<file path="src/sv/assert_macros.svh">
// Assertion macros shared by the responder RTL.
// Define ASSERT_OFF to compile every check away.
`ifndef ASSERT_MACROS_SVH
`define ASSERT_MACROS_SVH
`ifndef ASSERT_OFF
// Same-cycle implication, disabled in reset.
`define ASSERT_IMP(lbl, clk, rst, ante, cons) \
  lbl: assert property (@(posedge clk) disable iff (rst) (ante) |-> (cons)) \
    else $error("assertion failed: %m");
// Next-cycle implication, disabled in reset.
`define ASSERT_NXT(lbl, clk, rst, ante, cons) \
  lbl: assert property (@(posedge clk) disable iff (rst) (ante) |=> (cons)) \
    else $error("assertion failed: %m");
`else
`define ASSERT_IMP(lbl, clk, rst, ante, cons)
`define ASSERT_NXT(lbl, clk, rst, ante, cons)
`endif
`endif

</file>
<file path="src/sv/rhub_pkg.sv">
// Types, codes, descriptor tables and microcode for the root hub responder.
// No dependencies; used by the top and decode modules.
`default_nettype none
package rhub_pkg;

  localparam int MaxBytes = 42;
  typedef logic [5:0] len_t;

  // func codes
  localparam logic [1:0] FUNC_REQUEST = 2'd0;
  localparam logic [1:0] FUNC_ATTACH  = 2'd1;
  localparam logic [1:0] FUNC_DETACH  = 2'd2;

  // {bRequest, bmRequestType}
  localparam logic [15:0] KEY_GET_STATUS_DEV = 16'h0080;
  localparam logic [15:0] KEY_GET_STATUS_IF  = 16'h0081;
  localparam logic [15:0] KEY_GET_STATUS_EP  = 16'h0082;
  localparam logic [15:0] KEY_GET_STATUS_HUB = 16'h00A0;
  localparam logic [15:0] KEY_GET_STATUS_PRT = 16'h00A3;
  localparam logic [15:0] KEY_CLR_FEAT_EP    = 16'h0102;
  localparam logic [15:0] KEY_CLR_FEAT_HUB   = 16'h0120;
  localparam logic [15:0] KEY_CLR_FEAT_PRT   = 16'h0123;
  localparam logic [15:0] KEY_SET_FEAT_PRT   = 16'h0323;
  localparam logic [15:0] KEY_SET_ADDRESS    = 16'h0500;
  localparam logic [15:0] KEY_GET_DESC       = 16'h0680;
  localparam logic [15:0] KEY_GET_HUB_DESC   = 16'h06A0;
  localparam logic [15:0] KEY_GET_CONFIG     = 16'h0880;
  localparam logic [15:0] KEY_SET_CONFIG     = 16'h0900;

  // port feature selectors
  localparam logic [15:0] FEAT_ENABLE   = 16'd1;
  localparam logic [15:0] FEAT_SUSPEND  = 16'd2;
  localparam logic [15:0] FEAT_RESET    = 16'd4;
  localparam logic [15:0] FEAT_POWER    = 16'd8;
  localparam logic [15:0] FEAT_C_CONN   = 16'd16;
  localparam logic [15:0] FEAT_C_ENABLE = 16'd17;
  localparam logic [15:0] FEAT_C_SUSP   = 16'd18;
  localparam logic [15:0] FEAT_C_OVERCR = 16'd19;
  localparam logic [15:0] FEAT_C_RESET  = 16'd20;

  // descriptor types and string indexes
  localparam logic [7:0] DESC_DEVICE = 8'd1;
  localparam logic [7:0] DESC_CONFIG = 8'd2;
  localparam logic [7:0] DESC_STRING = 8'd3;
  localparam logic [7:0] STR_LANG    = 8'd0;
  localparam logic [7:0] STR_SERIAL  = 8'd1;
  localparam logic [7:0] STR_PRODUCT = 8'd2;

  // port status / change bits
  localparam logic [15:0] ST_CONN     = 16'h0001;
  localparam logic [15:0] ST_ENABLE   = 16'h0002;
  localparam logic [15:0] ST_SUSPEND  = 16'h0004;
  localparam logic [15:0] ST_POWER    = 16'h0100;
  localparam logic [15:0] ST_LOWSPEED = 16'h0200;
  localparam logic [15:0] CH_CONN     = 16'h0001;
  localparam logic [15:0] CH_ENABLE   = 16'h0002;
  localparam logic [15:0] CH_SUSPEND  = 16'h0004;
  localparam logic [15:0] CH_OVERCUR  = 16'h0008;
  localparam logic [15:0] CH_RESET    = 16'h0010;

  // descriptor lengths
  localparam len_t LEN_DEVICE  = 6'd18;
  localparam len_t LEN_CONFIG  = 6'd25;
  localparam len_t LEN_HUB     = 6'd9;
  localparam len_t LEN_LANG    = 6'd4;
  localparam len_t LEN_SERIAL  = 6'd4;
  localparam len_t LEN_PRODUCT = 6'd42;
  localparam len_t LEN_MAX     = len_t'(MaxBytes);

  typedef enum logic [3:0] {
    SRC_ZERO, SRC_ONE, SRC_PORT, SRC_DEV, SRC_CFG, SRC_HUB,
    SRC_LANG, SRC_SERIAL, SRC_PRODUCT
  } src_t;

  typedef struct packed {
    logic [1:0]  func;
    logic        attach_low_speed;
    logic        interrupt_pipe;
    logic [7:0]  request_type;
    logic [7:0]  request_code;
    logic [15:0] setup_value;
    logic [15:0] requested_length;
    logic [15:0] buffer_length;
  } req_t;

  // decode result: response shape plus updated hub state
  typedef struct packed {
    src_t        src;
    len_t        len;
    logic        stall;
    logic        no_result;
    logic [15:0] port_state;
    logic [15:0] port_changes;
    logic [15:0] address;
  } dec_t;

  // sequencer
  typedef enum logic [1:0] {STEP_FETCH, STEP_DECODE, STEP_EMIT} step_t;
  typedef enum logic [1:0] {COND_REQ_ACCEPT, COND_NO_RESULT, COND_LAST_SENT} cond_t;

  typedef struct packed {
    logic  take_req;   // open the request channel
    logic  latch_dec;  // register decode, commit hub state
    logic  emit;       // push one response word
    cond_t cond;       // jump condition
    step_t target;     // jump target
    logic  seq_else;   // advance to next step when no jump
  } ucode_t;

  function automatic ucode_t ucode_rom(step_t s);
    ucode_t w;
    case (s)
      STEP_FETCH:  w = '{1'b1, 1'b0, 1'b0, COND_REQ_ACCEPT, STEP_DECODE, 1'b0};
      STEP_DECODE: w = '{1'b0, 1'b1, 1'b0, COND_NO_RESULT, STEP_FETCH, 1'b1};
      STEP_EMIT:   w = '{1'b0, 1'b0, 1'b1, COND_LAST_SENT, STEP_FETCH, 1'b0};
      default:     w = '{1'b0, 1'b0, 1'b0, COND_NO_RESULT, STEP_FETCH, 1'b0};
    endcase
    return w;
  endfunction

  function automatic logic [7:0] dev_byte(logic [4:0] i);
    logic [7:0] b;
    case (i)
      5'd0: b = 8'h12;  5'd1: b = 8'h01;  5'd2: b = 8'h10;  5'd3: b = 8'h01;
      5'd4: b = 8'h09;  5'd7: b = 8'h08;  5'd15: b = 8'h02; 5'd16: b = 8'h01;
      5'd17: b = 8'h01;
      default: b = 8'h00;
    endcase
    return b;
  endfunction

  function automatic logic [7:0] cfg_byte(logic [4:0] i);
    logic [7:0] b;
    case (i)
      5'd0: b = 8'h09;  5'd1: b = 8'h02;  5'd2: b = 8'h19;  5'd4: b = 8'h01;
      5'd5: b = 8'h01;  5'd7: b = 8'h40;  5'd9: b = 8'h09;  5'd10: b = 8'h04;
      5'd13: b = 8'h01; 5'd14: b = 8'h09; 5'd18: b = 8'h07; 5'd19: b = 8'h05;
      5'd20: b = 8'h81; 5'd21: b = 8'h03; 5'd22: b = 8'h08; 5'd24: b = 8'hff;
      default: b = 8'h00;
    endcase
    return b;
  endfunction

  function automatic logic [7:0] hub_byte(logic [3:0] i);
    logic [7:0] b;
    case (i)
      4'd0: b = 8'h09; 4'd1: b = 8'h29; 4'd2: b = 8'h01; 4'd5: b = 8'h50;
      4'd7: b = 8'hfc; 4'd8: b = 8'hff;
      default: b = 8'h00;
    endcase
    return b;
  endfunction

  // product text, one ASCII character per index
  function automatic logic [7:0] product_char(logic [4:0] c);
    logic [7:0] b;
    case (c)
      5'd0: b = 8'h55;  5'd1: b = 8'h53;  5'd2: b = 8'h42;  5'd3: b = 8'h20;
      5'd4: b = 8'h53;  5'd5: b = 8'h4C;  5'd6: b = 8'h38;  5'd7: b = 8'h31;
      5'd8: b = 8'h31;  5'd9: b = 8'h48;  5'd10: b = 8'h53; 5'd11: b = 8'h20;
      5'd12: b = 8'h52; 5'd13: b = 8'h6F; 5'd14: b = 8'h6F; 5'd15: b = 8'h74;
      5'd16: b = 8'h20; 5'd17: b = 8'h48; 5'd18: b = 8'h75; 5'd19: b = 8'h62;
      default: b = 8'h00;
    endcase
    return b;
  endfunction

  // Response byte at index i of the selected source.
  function automatic logic [7:0] src_byte(src_t src, len_t i,
                                          logic [15:0] pstate, logic [15:0] pchg);
    logic [7:0] b;
    len_t       k;
    k = i - 6'd2;
    b = 8'h00;
    case (src)
      SRC_ONE:  b = (i == 6'd0) ? 8'h01 : 8'h00;
      SRC_PORT: begin
        case (i)
          6'd0: b = pstate[7:0];
          6'd1: b = pstate[15:8];
          6'd2: b = pchg[7:0];
          6'd3: b = pchg[15:8];
          default: b = 8'h00;
        endcase
      end
      SRC_DEV: b = dev_byte(i[4:0]);
      SRC_CFG: b = cfg_byte(i[4:0]);
      SRC_HUB: b = hub_byte(i[3:0]);
      SRC_LANG, SRC_SERIAL, SRC_PRODUCT: begin
        if (i == 6'd0) begin
          b = (src == SRC_PRODUCT) ? 8'(LEN_PRODUCT) : 8'h04;
        end else if (i == 6'd1) begin
          b = DESC_STRING;
        end else if (!i[0]) begin
          case (src)
            SRC_SERIAL:  b = 8'h30;
            SRC_PRODUCT: b = product_char(k[5:1]);
            default:     b = 8'h00;
          endcase
        end
      end
      default: b = 8'h00;
    endcase
    return b;
  endfunction

endpackage
`default_nettype wire

</file>
<file path="src/sv/rhub_if.sv">
// Valid/ready channel interfaces for the responder's request and response words.
// Has no dependencies.
`default_nettype none
interface rhub_req_if;
  logic        valid;
  logic        ready;
  logic [1:0]  func;
  logic        attach_low_speed;
  logic        interrupt_pipe;
  logic [7:0]  request_type;
  logic [7:0]  request_code;
  logic [15:0] setup_value;
  logic [15:0] requested_length;
  logic [15:0] buffer_length;

  modport source (output valid, func, attach_low_speed, interrupt_pipe, request_type,
                  request_code, setup_value, requested_length, buffer_length,
                  input ready);
  modport sink (input valid, func, attach_low_speed, interrupt_pipe, request_type,
                request_code, setup_value, requested_length, buffer_length,
                output ready);
endinterface

interface rhub_rsp_if;
  logic        valid;
  logic        ready;
  logic [7:0]  data_byte;
  logic        byte_valid;
  logic        last;
  logic        stalled;
  logic [5:0]  actual_length;
  logic [15:0] current_address;

  modport source (output valid, data_byte, byte_valid, last, stalled, actual_length,
                  current_address, input ready);
  modport sink (input valid, data_byte, byte_valid, last, stalled, actual_length,
                current_address, output ready);
endinterface
`default_nettype wire

</file>
<file path="src/sv/usb_root_hub_request_responder_top.sv">
// Top level of the single-port root hub request responder.
// Depends on rhub_pkg, rhub_if (channel interfaces), rhub_decode, assert_macros.svh.
//
// Usage:
//   req  - request/event words in: func selects control request, attach or
//          detach; the setup fields and buffer length ride along.
//   rsp  - response words out, one per response byte; a request that
//          returns no bytes (stall, empty answer, zero buffer, interrupt
//          pipe) gives one word with byte_valid low and last high.
//   A small microcode ROM runs three steps: fetch (req ready), decode
//   (commit port status, change and address), emit (one word per cycle
//   while rsp is not stalled). The decode step registers the decoded
//   shape; the emit step then loads the response register. A request
//   returns at most 42 bytes. Attach and detach give no response word.
//   The response register decouples the sides: while the final word waits,
//   the next request is already accepted. A stall on rsp holds the emit
//   step and the current word.
//   Reset (rst, synchronous) clears port status, change bits and address,
//   drops any word in flight and returns the sequencer to fetch; req ready
//   stays low while rst is high.
`default_nettype none
`include "assert_macros.svh"
module usb_root_hub_request_responder_top (
  input  logic       clk,
  input  logic       rst,
  rhub_req_if.sink   req,
  rhub_rsp_if.source rsp
);
  import rhub_pkg::*;

  step_t       step;
  step_t       step_next;
  ucode_t      uc;
  req_t        req_q;
  dec_t        dec;
  dec_t        dec_q;
  len_t        idx;
  logic [15:0] port_state;
  logic [15:0] port_changes;
  logic [15:0] device_address;
  logic        req_acc;
  logic        emit_load;
  logic        last_word;
  logic        jump;

  // response register
  logic        out_valid;
  logic [7:0]  out_data;
  logic        out_byte_valid;
  logic        out_last;
  logic        out_stalled;
  len_t        out_len;
  logic [15:0] out_addr;

  assign uc        = ucode_rom(step);
  // hold off requests while in reset
  assign req.ready = uc.take_req && !rst;
  assign req_acc   = req.valid && req.ready;

  // emit only when the response register is free or being drained
  assign emit_load = uc.emit && (!out_valid || rsp.ready);
  assign last_word = (dec_q.len == '0) || (idx == dec_q.len - 6'd1);

  rhub_decode u_decode (
    .req            (req_q),
    .port_state     (port_state),
    .port_changes   (port_changes),
    .device_address (device_address),
    .dec            (dec)
  );

  // sequencer: step register and jump logic
  always_ff @(posedge clk) begin
    if (rst) begin
      step <= STEP_FETCH;
    end else begin
      step <= step_next;
    end
  end

  always_comb begin
    case (uc.cond)
      COND_REQ_ACCEPT: jump = req_acc;
      COND_NO_RESULT:  jump = dec.no_result;
      COND_LAST_SENT:  jump = emit_load && last_word;
      default:         jump = 1'b0;
    endcase
    if (jump) begin
      step_next = uc.target;
    end else if (uc.seq_else) begin
      step_next = step_t'(step + 2'd1);
    end else begin
      step_next = step;
    end
  end

  // capture the request word
  always_ff @(posedge clk) begin
    if (req_acc) begin
      req_q.func             <= req.func;
      req_q.attach_low_speed <= req.attach_low_speed;
      req_q.interrupt_pipe   <= req.interrupt_pipe;
      req_q.request_type     <= req.request_type;
      req_q.request_code     <= req.request_code;
      req_q.setup_value      <= req.setup_value;
      req_q.requested_length <= req.requested_length;
      req_q.buffer_length    <= req.buffer_length;
    end
  end

  // hub state commits in the decode step
  always_ff @(posedge clk) begin
    if (rst) begin
      port_state     <= '0;
      port_changes   <= '0;
      device_address <= '0;
    end else if (uc.latch_dec) begin
      port_state     <= dec.port_state;
      port_changes   <= dec.port_changes;
      device_address <= dec.address;
    end
  end

  // hold the decoded shape and walk the byte index
  always_ff @(posedge clk) begin
    if (uc.latch_dec) begin
      dec_q <= dec;
      idx   <= '0;
    end else if (emit_load) begin
      idx <= idx + 6'd1;
    end
  end

  // response register: load a word or drop it once taken
  always_ff @(posedge clk) begin
    if (rst) begin
      out_valid <= 1'b0;
    end else if (emit_load) begin
      out_valid <= 1'b1;
    end else if (rsp.ready) begin
      out_valid <= 1'b0;
    end
  end

  always_ff @(posedge clk) begin
    if (emit_load) begin
      out_data       <= (dec_q.len == '0) ? 8'h00
                        : src_byte(dec_q.src, idx, port_state, port_changes);
      out_byte_valid <= (dec_q.len != '0);
      out_last       <= last_word;
      out_stalled    <= dec_q.stall;
      out_len        <= dec_q.len;
      out_addr       <= device_address;
    end
  end

  assign rsp.valid           = out_valid;
  assign rsp.data_byte       = out_data;
  assign rsp.byte_valid      = out_byte_valid;
  assign rsp.last            = out_last;
  assign rsp.stalled         = out_stalled;
  assign rsp.actual_length   = out_len;
  assign rsp.current_address = out_addr;

  `ASSERT_NXT(a_accept_to_decode, clk, rst, req_acc, step == STEP_DECODE)
  `ASSERT_IMP(a_no_take_in_emit, clk, rst, step == STEP_EMIT, !req.ready)
  `ASSERT_IMP(a_idx_in_range, clk, rst, (step == STEP_EMIT) && (dec_q.len != '0),
              idx < dec_q.len)
  `ASSERT_IMP(a_empty_has_no_len, clk, rst, out_valid && !out_byte_valid,
              (out_len == '0) && out_last)
  `ASSERT_IMP(a_stall_is_empty, clk, rst, out_valid && out_stalled, !out_byte_valid)

endmodule
`default_nettype wire

</file>
<file path="src/sv/rhub_decode.sv">
// Request decoder: maps a latched request and the hub state to a response
// shape and the updated state. Depends on rhub_pkg.
`default_nettype none
module rhub_decode (
  input  rhub_pkg::req_t      req,
  input  logic [15:0]         port_state,
  input  logic [15:0]         port_changes,
  input  logic [15:0]         device_address,
  output rhub_pkg::dec_t      dec
);
  import rhub_pkg::*;

  logic [15:0] key;
  len_t        base_len;
  len_t        str_len;
  logic        is_string;
  logic        stall;
  src_t        src;
  logic [15:0] ps;
  logic [15:0] pc;
  logic [15:0] addr;

  assign key = {req.request_code, req.request_type};

  always_comb begin
    ps        = port_state;
    pc        = port_changes;
    addr      = device_address;
    src       = SRC_ZERO;
    base_len  = '0;
    is_string = 1'b0;
    stall     = 1'b0;

    case (req.func)
      FUNC_ATTACH: begin
        ps = (port_state | ST_CONN) & ~ST_LOWSPEED;
        if (req.attach_low_speed) ps = ps | ST_LOWSPEED;
        pc = port_changes | CH_CONN;
      end
      FUNC_DETACH: begin
        ps = port_state & ~(ST_CONN | ST_ENABLE);
        pc = port_changes | CH_CONN;
      end
      FUNC_REQUEST: begin
        if (!req.interrupt_pipe) begin
          case (key)
            KEY_GET_STATUS_DEV: begin src = SRC_ONE; base_len = 6'd2; end
            KEY_GET_STATUS_IF, KEY_GET_STATUS_EP: base_len = 6'd2;
            KEY_GET_STATUS_HUB: base_len = 6'd4;
            KEY_GET_STATUS_PRT: begin src = SRC_PORT; base_len = 6'd4; end
            KEY_CLR_FEAT_EP, KEY_CLR_FEAT_HUB, KEY_SET_CONFIG: ;
            KEY_CLR_FEAT_PRT: begin
              case (req.setup_value)
                FEAT_ENABLE:   ps = port_state & ~ST_ENABLE;
                FEAT_SUSPEND:  ps = port_state & ~ST_SUSPEND;
                FEAT_POWER:    ps = port_state & ~ST_POWER;
                FEAT_C_CONN:   pc = port_changes & ~CH_CONN;
                FEAT_C_ENABLE: pc = port_changes & ~CH_ENABLE;
                FEAT_C_SUSP:   pc = port_changes & ~CH_SUSPEND;
                FEAT_C_OVERCR: pc = port_changes & ~CH_OVERCUR;
                FEAT_C_RESET:  pc = port_changes & ~CH_RESET;
                default: ;
              endcase
            end
            KEY_SET_FEAT_PRT: begin
              case (req.setup_value)
                FEAT_ENABLE:  ps = port_state | ST_ENABLE;
                FEAT_SUSPEND: ps = port_state | ST_SUSPEND;
                FEAT_RESET: begin
                  pc = CH_RESET;
                  ps = port_state | ST_ENABLE;
                end
                FEAT_POWER:   ps = port_state | ST_POWER;
                default: ;
              endcase
            end
            KEY_SET_ADDRESS: addr = req.setup_value;
            KEY_GET_DESC: begin
              case (req.setup_value[15:8])
                DESC_DEVICE: begin src = SRC_DEV; base_len = LEN_DEVICE; end
                DESC_CONFIG: begin src = SRC_CFG; base_len = LEN_CONFIG; end
                DESC_STRING: begin
                  is_string = 1'b1;
                  case (req.setup_value[7:0])
                    STR_LANG:    begin src = SRC_LANG;    base_len = LEN_LANG;    end
                    STR_SERIAL:  begin src = SRC_SERIAL;  base_len = LEN_SERIAL;  end
                    STR_PRODUCT: begin src = SRC_PRODUCT; base_len = LEN_PRODUCT; end
                    default:     stall = 1'b1;
                  endcase
                end
                default: stall = 1'b1;
              endcase
            end
            KEY_GET_HUB_DESC: begin src = SRC_HUB; base_len = LEN_HUB; end
            KEY_GET_CONFIG:   begin src = SRC_ONE; base_len = 6'd1; end
            default: stall = 1'b1;
          endcase
        end
      end
      default: ;
    endcase
  end

  // clip strings to wLength, then everything to the caller buffer and to LEN_MAX
  always_comb begin
    str_len = base_len;
    if (is_string && (req.requested_length < 16'(base_len)))
      str_len = req.requested_length[5:0];
    if (req.buffer_length < 16'(str_len))
      str_len = req.buffer_length[5:0];
    if (str_len > LEN_MAX)
      str_len = LEN_MAX;
  end

  always_comb begin
    dec.src          = src;
    dec.len          = stall ? '0 : str_len;
    dec.stall        = stall;
    dec.no_result    = (req.func != FUNC_REQUEST);
    dec.port_state   = ps;
    dec.port_changes = pc;
    dec.address      = addr;
  end

endmodule
`default_nettype wire
</file>
<file path="src/flat_wrapper.sv">
// flat-port wrapper written by rule: the top's interface ports become plain ports
module usb_root_hub_request_responder_top_flat import rhub_pkg::*;
  (clk, rst, req_valid, req_func, req_attach_low_speed, req_interrupt_pipe, req_request_type, req_request_code, req_setup_value, req_requested_length, req_buffer_length, req_ready, rsp_valid, rsp_data_byte, rsp_byte_valid, rsp_last, rsp_stalled, rsp_actual_length, rsp_current_address, rsp_ready);
  rhub_req_if req_i ();
  rhub_rsp_if rsp_i ();
  input  logic clk;
  input  logic rst;
  input wire logic [$bits(req_i.valid)-1:0] req_valid;
  input wire logic [$bits(req_i.func)-1:0] req_func;
  input wire logic [$bits(req_i.attach_low_speed)-1:0] req_attach_low_speed;
  input wire logic [$bits(req_i.interrupt_pipe)-1:0] req_interrupt_pipe;
  input wire logic [$bits(req_i.request_type)-1:0] req_request_type;
  input wire logic [$bits(req_i.request_code)-1:0] req_request_code;
  input wire logic [$bits(req_i.setup_value)-1:0] req_setup_value;
  input wire logic [$bits(req_i.requested_length)-1:0] req_requested_length;
  input wire logic [$bits(req_i.buffer_length)-1:0] req_buffer_length;
  output wire logic [$bits(req_i.ready)-1:0] req_ready;
  output wire logic [$bits(rsp_i.valid)-1:0] rsp_valid;
  output wire logic [$bits(rsp_i.data_byte)-1:0] rsp_data_byte;
  output wire logic [$bits(rsp_i.byte_valid)-1:0] rsp_byte_valid;
  output wire logic [$bits(rsp_i.last)-1:0] rsp_last;
  output wire logic [$bits(rsp_i.stalled)-1:0] rsp_stalled;
  output wire logic [$bits(rsp_i.actual_length)-1:0] rsp_actual_length;
  output wire logic [$bits(rsp_i.current_address)-1:0] rsp_current_address;
  input wire logic [$bits(rsp_i.ready)-1:0] rsp_ready;
  assign req_i.valid = req_valid;
  assign req_i.func = req_func;
  assign req_i.attach_low_speed = req_attach_low_speed;
  assign req_i.interrupt_pipe = req_interrupt_pipe;
  assign req_i.request_type = req_request_type;
  assign req_i.request_code = req_request_code;
  assign req_i.setup_value = req_setup_value;
  assign req_i.requested_length = req_requested_length;
  assign req_i.buffer_length = req_buffer_length;
  assign req_ready = req_i.ready;
  assign rsp_valid = rsp_i.valid;
  assign rsp_data_byte = rsp_i.data_byte;
  assign rsp_byte_valid = rsp_i.byte_valid;
  assign rsp_last = rsp_i.last;
  assign rsp_stalled = rsp_i.stalled;
  assign rsp_actual_length = rsp_i.actual_length;
  assign rsp_current_address = rsp_i.current_address;
  assign rsp_i.ready = rsp_ready;
  usb_root_hub_request_responder_top u_core (.clk(clk), .rst(rst), .req(req_i), .rsp(rsp_i));
endmodule
</file>
<file path="config.mk">
export PLATFORM = sky130hd
export DESIGN_NAME = usb_root_hub_request_responder_top_flat
export DESIGN_NICKNAME = d
export VERILOG_FILES = /design/src/sv/rhub_pkg.sv /design/src/sv/rhub_if.sv /design/src/sv/usb_root_hub_request_responder_top.sv /design/src/sv/rhub_decode.sv /design/src/flat_wrapper.sv
export VERILOG_INCLUDE_DIRS = /design/src /design/src/sv
export SDC_FILE = /design/constraint.sdc
export NUM_CORES = 1
export LEC_CHECK = 0
export ABC_CLOCK_PERIOD_IN_PS = 10600
export BUFFER_PORTS_ARGS = -buffer_cell sky130_fd_sc_hd__buf_2
export CORE_MARGIN = 5
export CORE_UTILIZATION = 45
export DETAILED_ROUTE_END_ITERATION = 10
export GPL_TIMING_DRIVEN = 0
export SLEW_MARGIN = 20
export SYNTH_ARGS = -nofsm -noshare
export SYNTH_HDL_FRONTEND = slang
export SYNTH_SLANG_ARGS = --single-unit
</file>
<file path="constraint.sdc">
create_clock -name clk -period 10.6 [get_ports clk]
set_input_delay 2.12 -clock clk [delete_from_list [all_inputs] [get_ports clk]]
set_output_delay 2.12 -clock clk [all_outputs]
set_load 0.02 [all_outputs]
</file>
==> results.json <==
{
  "setup_tns_ns": 0,
  "mappedNetlistArea_um2": 8000,
  "maxCapViolations": 0,
  "synth_xor_area_frac": 0.0274,
  "holdCritStartpoint": "u_core.dec_q[49]",
  "power.share.sequential": 0.458,
  "r2r_cells": 17,
  "criticalPathCategory": "register to register",
  "avgRoutedWirePerCell_um": 16.9,
  "finalSetupViolCount": 0,
  "antenna_left": 0,
  "synth_top_area_cell": "edfxtp_1",
  "synth_compound_gate_area_share": 0.133,
  "power_switching_w": 0.000519,
  "p_comb_frac": 0.185,
  "final_cells": 1138,
  "synth_top_family_by_area": "simple AND/OR/NAND/NOR gates",
  "io_pins": 107,
  "drt_first_pass_iters": 5,
  "r2r-end": "u_core.dec_q[51]",
  "yosys-top-cells-area": "edfxtp_1, dfxtp_1, ha_1",
  "endpoint_kind": "register",
  "die-area_um2": 20500,
  "rsz0062_at_grt": "false",
  "dp.final_hpwl_mm": 14.6,
  "synth_seq_cells": 156,
  "yosysWarnings": 0,
  "syn_to_final_growth_pct": 18.2,
  "vias_per_cell": 5.61,
  "fin_nets": 1011,
  "synth-main-ff-cell": "edfxtp_1",
  "row_count": 48,
  "dp_cells": 1106,
  "switching_share": 0.309,
  "startpoint": "u_core.req_q[57]",
  "clock_latency_ns": 0.43,
  "ys_types": 72,
  "fin_crit_ns": 5.76,
  "grt_max_degree": 41,
  "p_int_w": 0.00116,
  "netlist_instances": 774,
  "drive_above_1_share": 0.176,
  "grt_pass1_wl_mm": 31.1,
  "yosys.area_share.adder": 0.0610,
  "min_to": "u_core.rsp.stalled",
  "power_leakage_nw": 3.41,
  "die_h_um": 143,
  "cts_buffer_depth": 2,
  "synth_area_per_cell_um2": 10.3,
  "slew_headroom": 0.353,
  "postCtsHoldBufs": 0,
  "gp_congestion": 0.916,
  "initial_utilization": 0.461,
  "r2r_setup_slack_ns": 4.84,
  "ctsResizeCount": 0,
  "power_frac_clock": 0.357,
  "pwr_density_cell_nw_per_um2": 178,
  "tightestPinTransition_ns": 0.962,
  "synth_top_area_share": 0.421,
  "numCtsBuffers": 17,
  "r2r-start": "u_core.req_q[57]",
  "clkTransAtPathRegs_ns": 0.07,
  "hold_viol": 0,
  "cp-start-kind": "register",
  "grt_overflow": 0,
  "ys_seq_area_frac": 0.531,
  "synth-simple-area-share": 0.198,
  "critical_path_peak_fanout": 10,
  "finClkSkew_ns": 0.0129,
  "slew_viol_final": 0,
  "synth_edf_count": 112,
  "worstHoldPathType": "register to register",
  "num_antenna_cells": 0,
  "root_buffer": "clkbuf_16",
  "post-route-drc-count": 0,
  "grt_pass1_vias": 6245,
  "cts_tree": "yes",
  "status": "finished clean",
  "async_reset_ff_frac": 0,
  "synth.area.mux_share": 0.0152,
  "ir_worst_vdd_mv": 0.124,
  "grt_usage": 0.191,
  "die_w_um": 143,
  "clock-sinks": 156,
  "via_count": 6384,
  "cp.required_ns": 10.78,
  "htree_levels": 4,
  "finalCritPeriodShare": 0.543,
  "fin_util": 0.544,
  "drt_iter0_markers": 510,
  "portBuffers": 105,
  "worst_ep_arrival_time_ns": 5.94,
  "synth_nets": 885,
  "hold_depth": 0,
  "antenna_found_initial": 0,
  "core-area_um2": 17400,
  "post-cts-setup-buffers": 0,
  "fmax_mhz": 174,
  "drt-total-wl_mm": 19.2
}
[worst max-delay path by stage]
stage	slack (ns)	endpoint
CTS	4.85	u_core.dec_q[51]
global route	4.36	u_core.dec_q[51]
global placement	4.69	register
floorplan	5.60	register
finish	4.84	u_core.dec_q[51]
detailed placement	4.87	u_core.dec_q[51]
[state kept, by name, indices dropped and copies added, names as in the netlist, named ones only]
name	cells
u_core.rsp.valid	1
u_core.idx	6
u_core.rsp.last	1
u_core.port_changes	2
u_core.rsp.actual_length	6
u_core.device_address	16
u_core.port_state	5
u_core.dec_q	11
u_core.rsp.byte_valid	1
u_core.req_q	68
u_core.rsp.current_address	16
u_core.rsp.data_byte	8
u_core.step	2
u_core.rsp.stalled	1
[cell type report]
class,instances,area (µm²)
Tap cell,225,282
Sequential cell,156,4240
Inverter,30,113
Buffer,41,161
Multi-Input combinational cell,547,3480
Timing Repair Buffer,107,573
Clock inverter,15,169
Fill cell,1567,7910
Clock buffer,17,425
[power groups by stage]
stage	registers, W	logic (W)	clock network (W)
floorplan	0.000787	0.000204	0
global placement	0.000786	0.000294	0
detailed placement	0.000784	0.000309	0
CTS	0.000770	0.000311	0.000615
global route	0.000777	0.000346	0.000642
finish	0.000770	0.000311	0.000599
[critical path, stage by stage, from the launching register on]
cell and delay (ns):
edfxtp_1 0.48, nor4bb_1 0.50, nand4_1 0.42, nor3_2 0.51, inv_1 0.09, ha_1 0.31
nor4bb_1 0.29, nand4_1 0.25, o311ai_2 0.63, mux2i_1 0.39, ha_1 0.31, a211oi_1 0.24
and4_1 0.26, nand2_1 0.10, o21ai_4 0.28, or2_2 0.19, a21oi_2 0.05, o21ba_1 0.20
[through the flow]
step | hold slack [ns] | setup slack [ns] | cell area (µm²) | power, W
floorplan | 0.400 | 5.60 | 8000 | 0.000991
finish | 0.432 | 4.84 | 9450 | 0.00168
CTS | 0.435 | 4.85 | 9450 | 0.00170
global route | 0.440 | 4.36 | 9450 | 0.00177
global placement | 0.413 | 4.69 | 8800 | 0.00108
detailed placement | 0.416 | 4.87 | 8860 | 0.00109
[layer usage]
layer / GRT usage / vias to the layer above / share of wire
li1: - / 3121 / -
met1: 0.259 / 3003 / 0.45
met2: 0.306 / 234 / 0.46
met3: 0.0443 / 26 / 0.066
met4: 0.0590 / 0 / 0.017
met5: 0 / - / 0
[synthesized netlist by cell type (4+ instances only)]
master	count
mux2i_1	11
o21a_1	4
nand3_1	10
nor3b_1	4
nor2_1	69
nor4b_1	5
and2_1	6
a21o_1	4
a211oi_1	5
a32oi_1	4
o31ai_1	4
edfxtp_1	112
or3_1	5
inv_1	29
clkbuf_1	34
nand2_1	90
nor3_1	26
o22ai_1	7
a31oi_1	13
o21ai_0	28
and3_1	7
dfxtp_1	44
xor2_1	8
xnor2_1	17
buf_2	5
nor2b_1	8
nor4_1	17
a21oi_1	64
ha_1	39
nand2b_1	8
nand4_1	13
or4_1	5
o211ai_1	5
nand4b_1	4
[cells in the final DEF, fill, tap and decap left out, types with 7 or more instances in the layout]
cell | synthesis | layout
nand2b_1 | 8 | 8
and3_1 | 7 | 7
clkbuf_16 | 0 | 17
nor4_1 | 17 | 17
edfxtp_1 | 112 | 112
nand3_1 | 10 | 10
xnor2_1 | 17 | 17
dfxtp_1 | 44 | 44
nand2_1 | 90 | 90
xor2_1 | 8 | 8
ha_1 | 39 | 39
o22ai_1 | 7 | 7
nand4_1 | 13 | 13
nor3_1 | 26 | 26
buf_2 | 5 | 110
inv_1 | 29 | 29
o21ai_0 | 28 | 28
mux2i_1 | 11 | 11
clkbuf_1 | 34 | 33
nor2_1 | 69 | 69
a21oi_1 | 64 | 64
nor2b_1 | 8 | 8
a31oi_1 | 13 | 13
[logic make-up after synthesis]
kind of cell,Yosys count
mux,12
xor+xnor,25
buf+inv,71
compound gates,169
simple gates,302
fa+ha+maj,39
flops,156
Note: power is estimated with default switching activity, not from simulation.
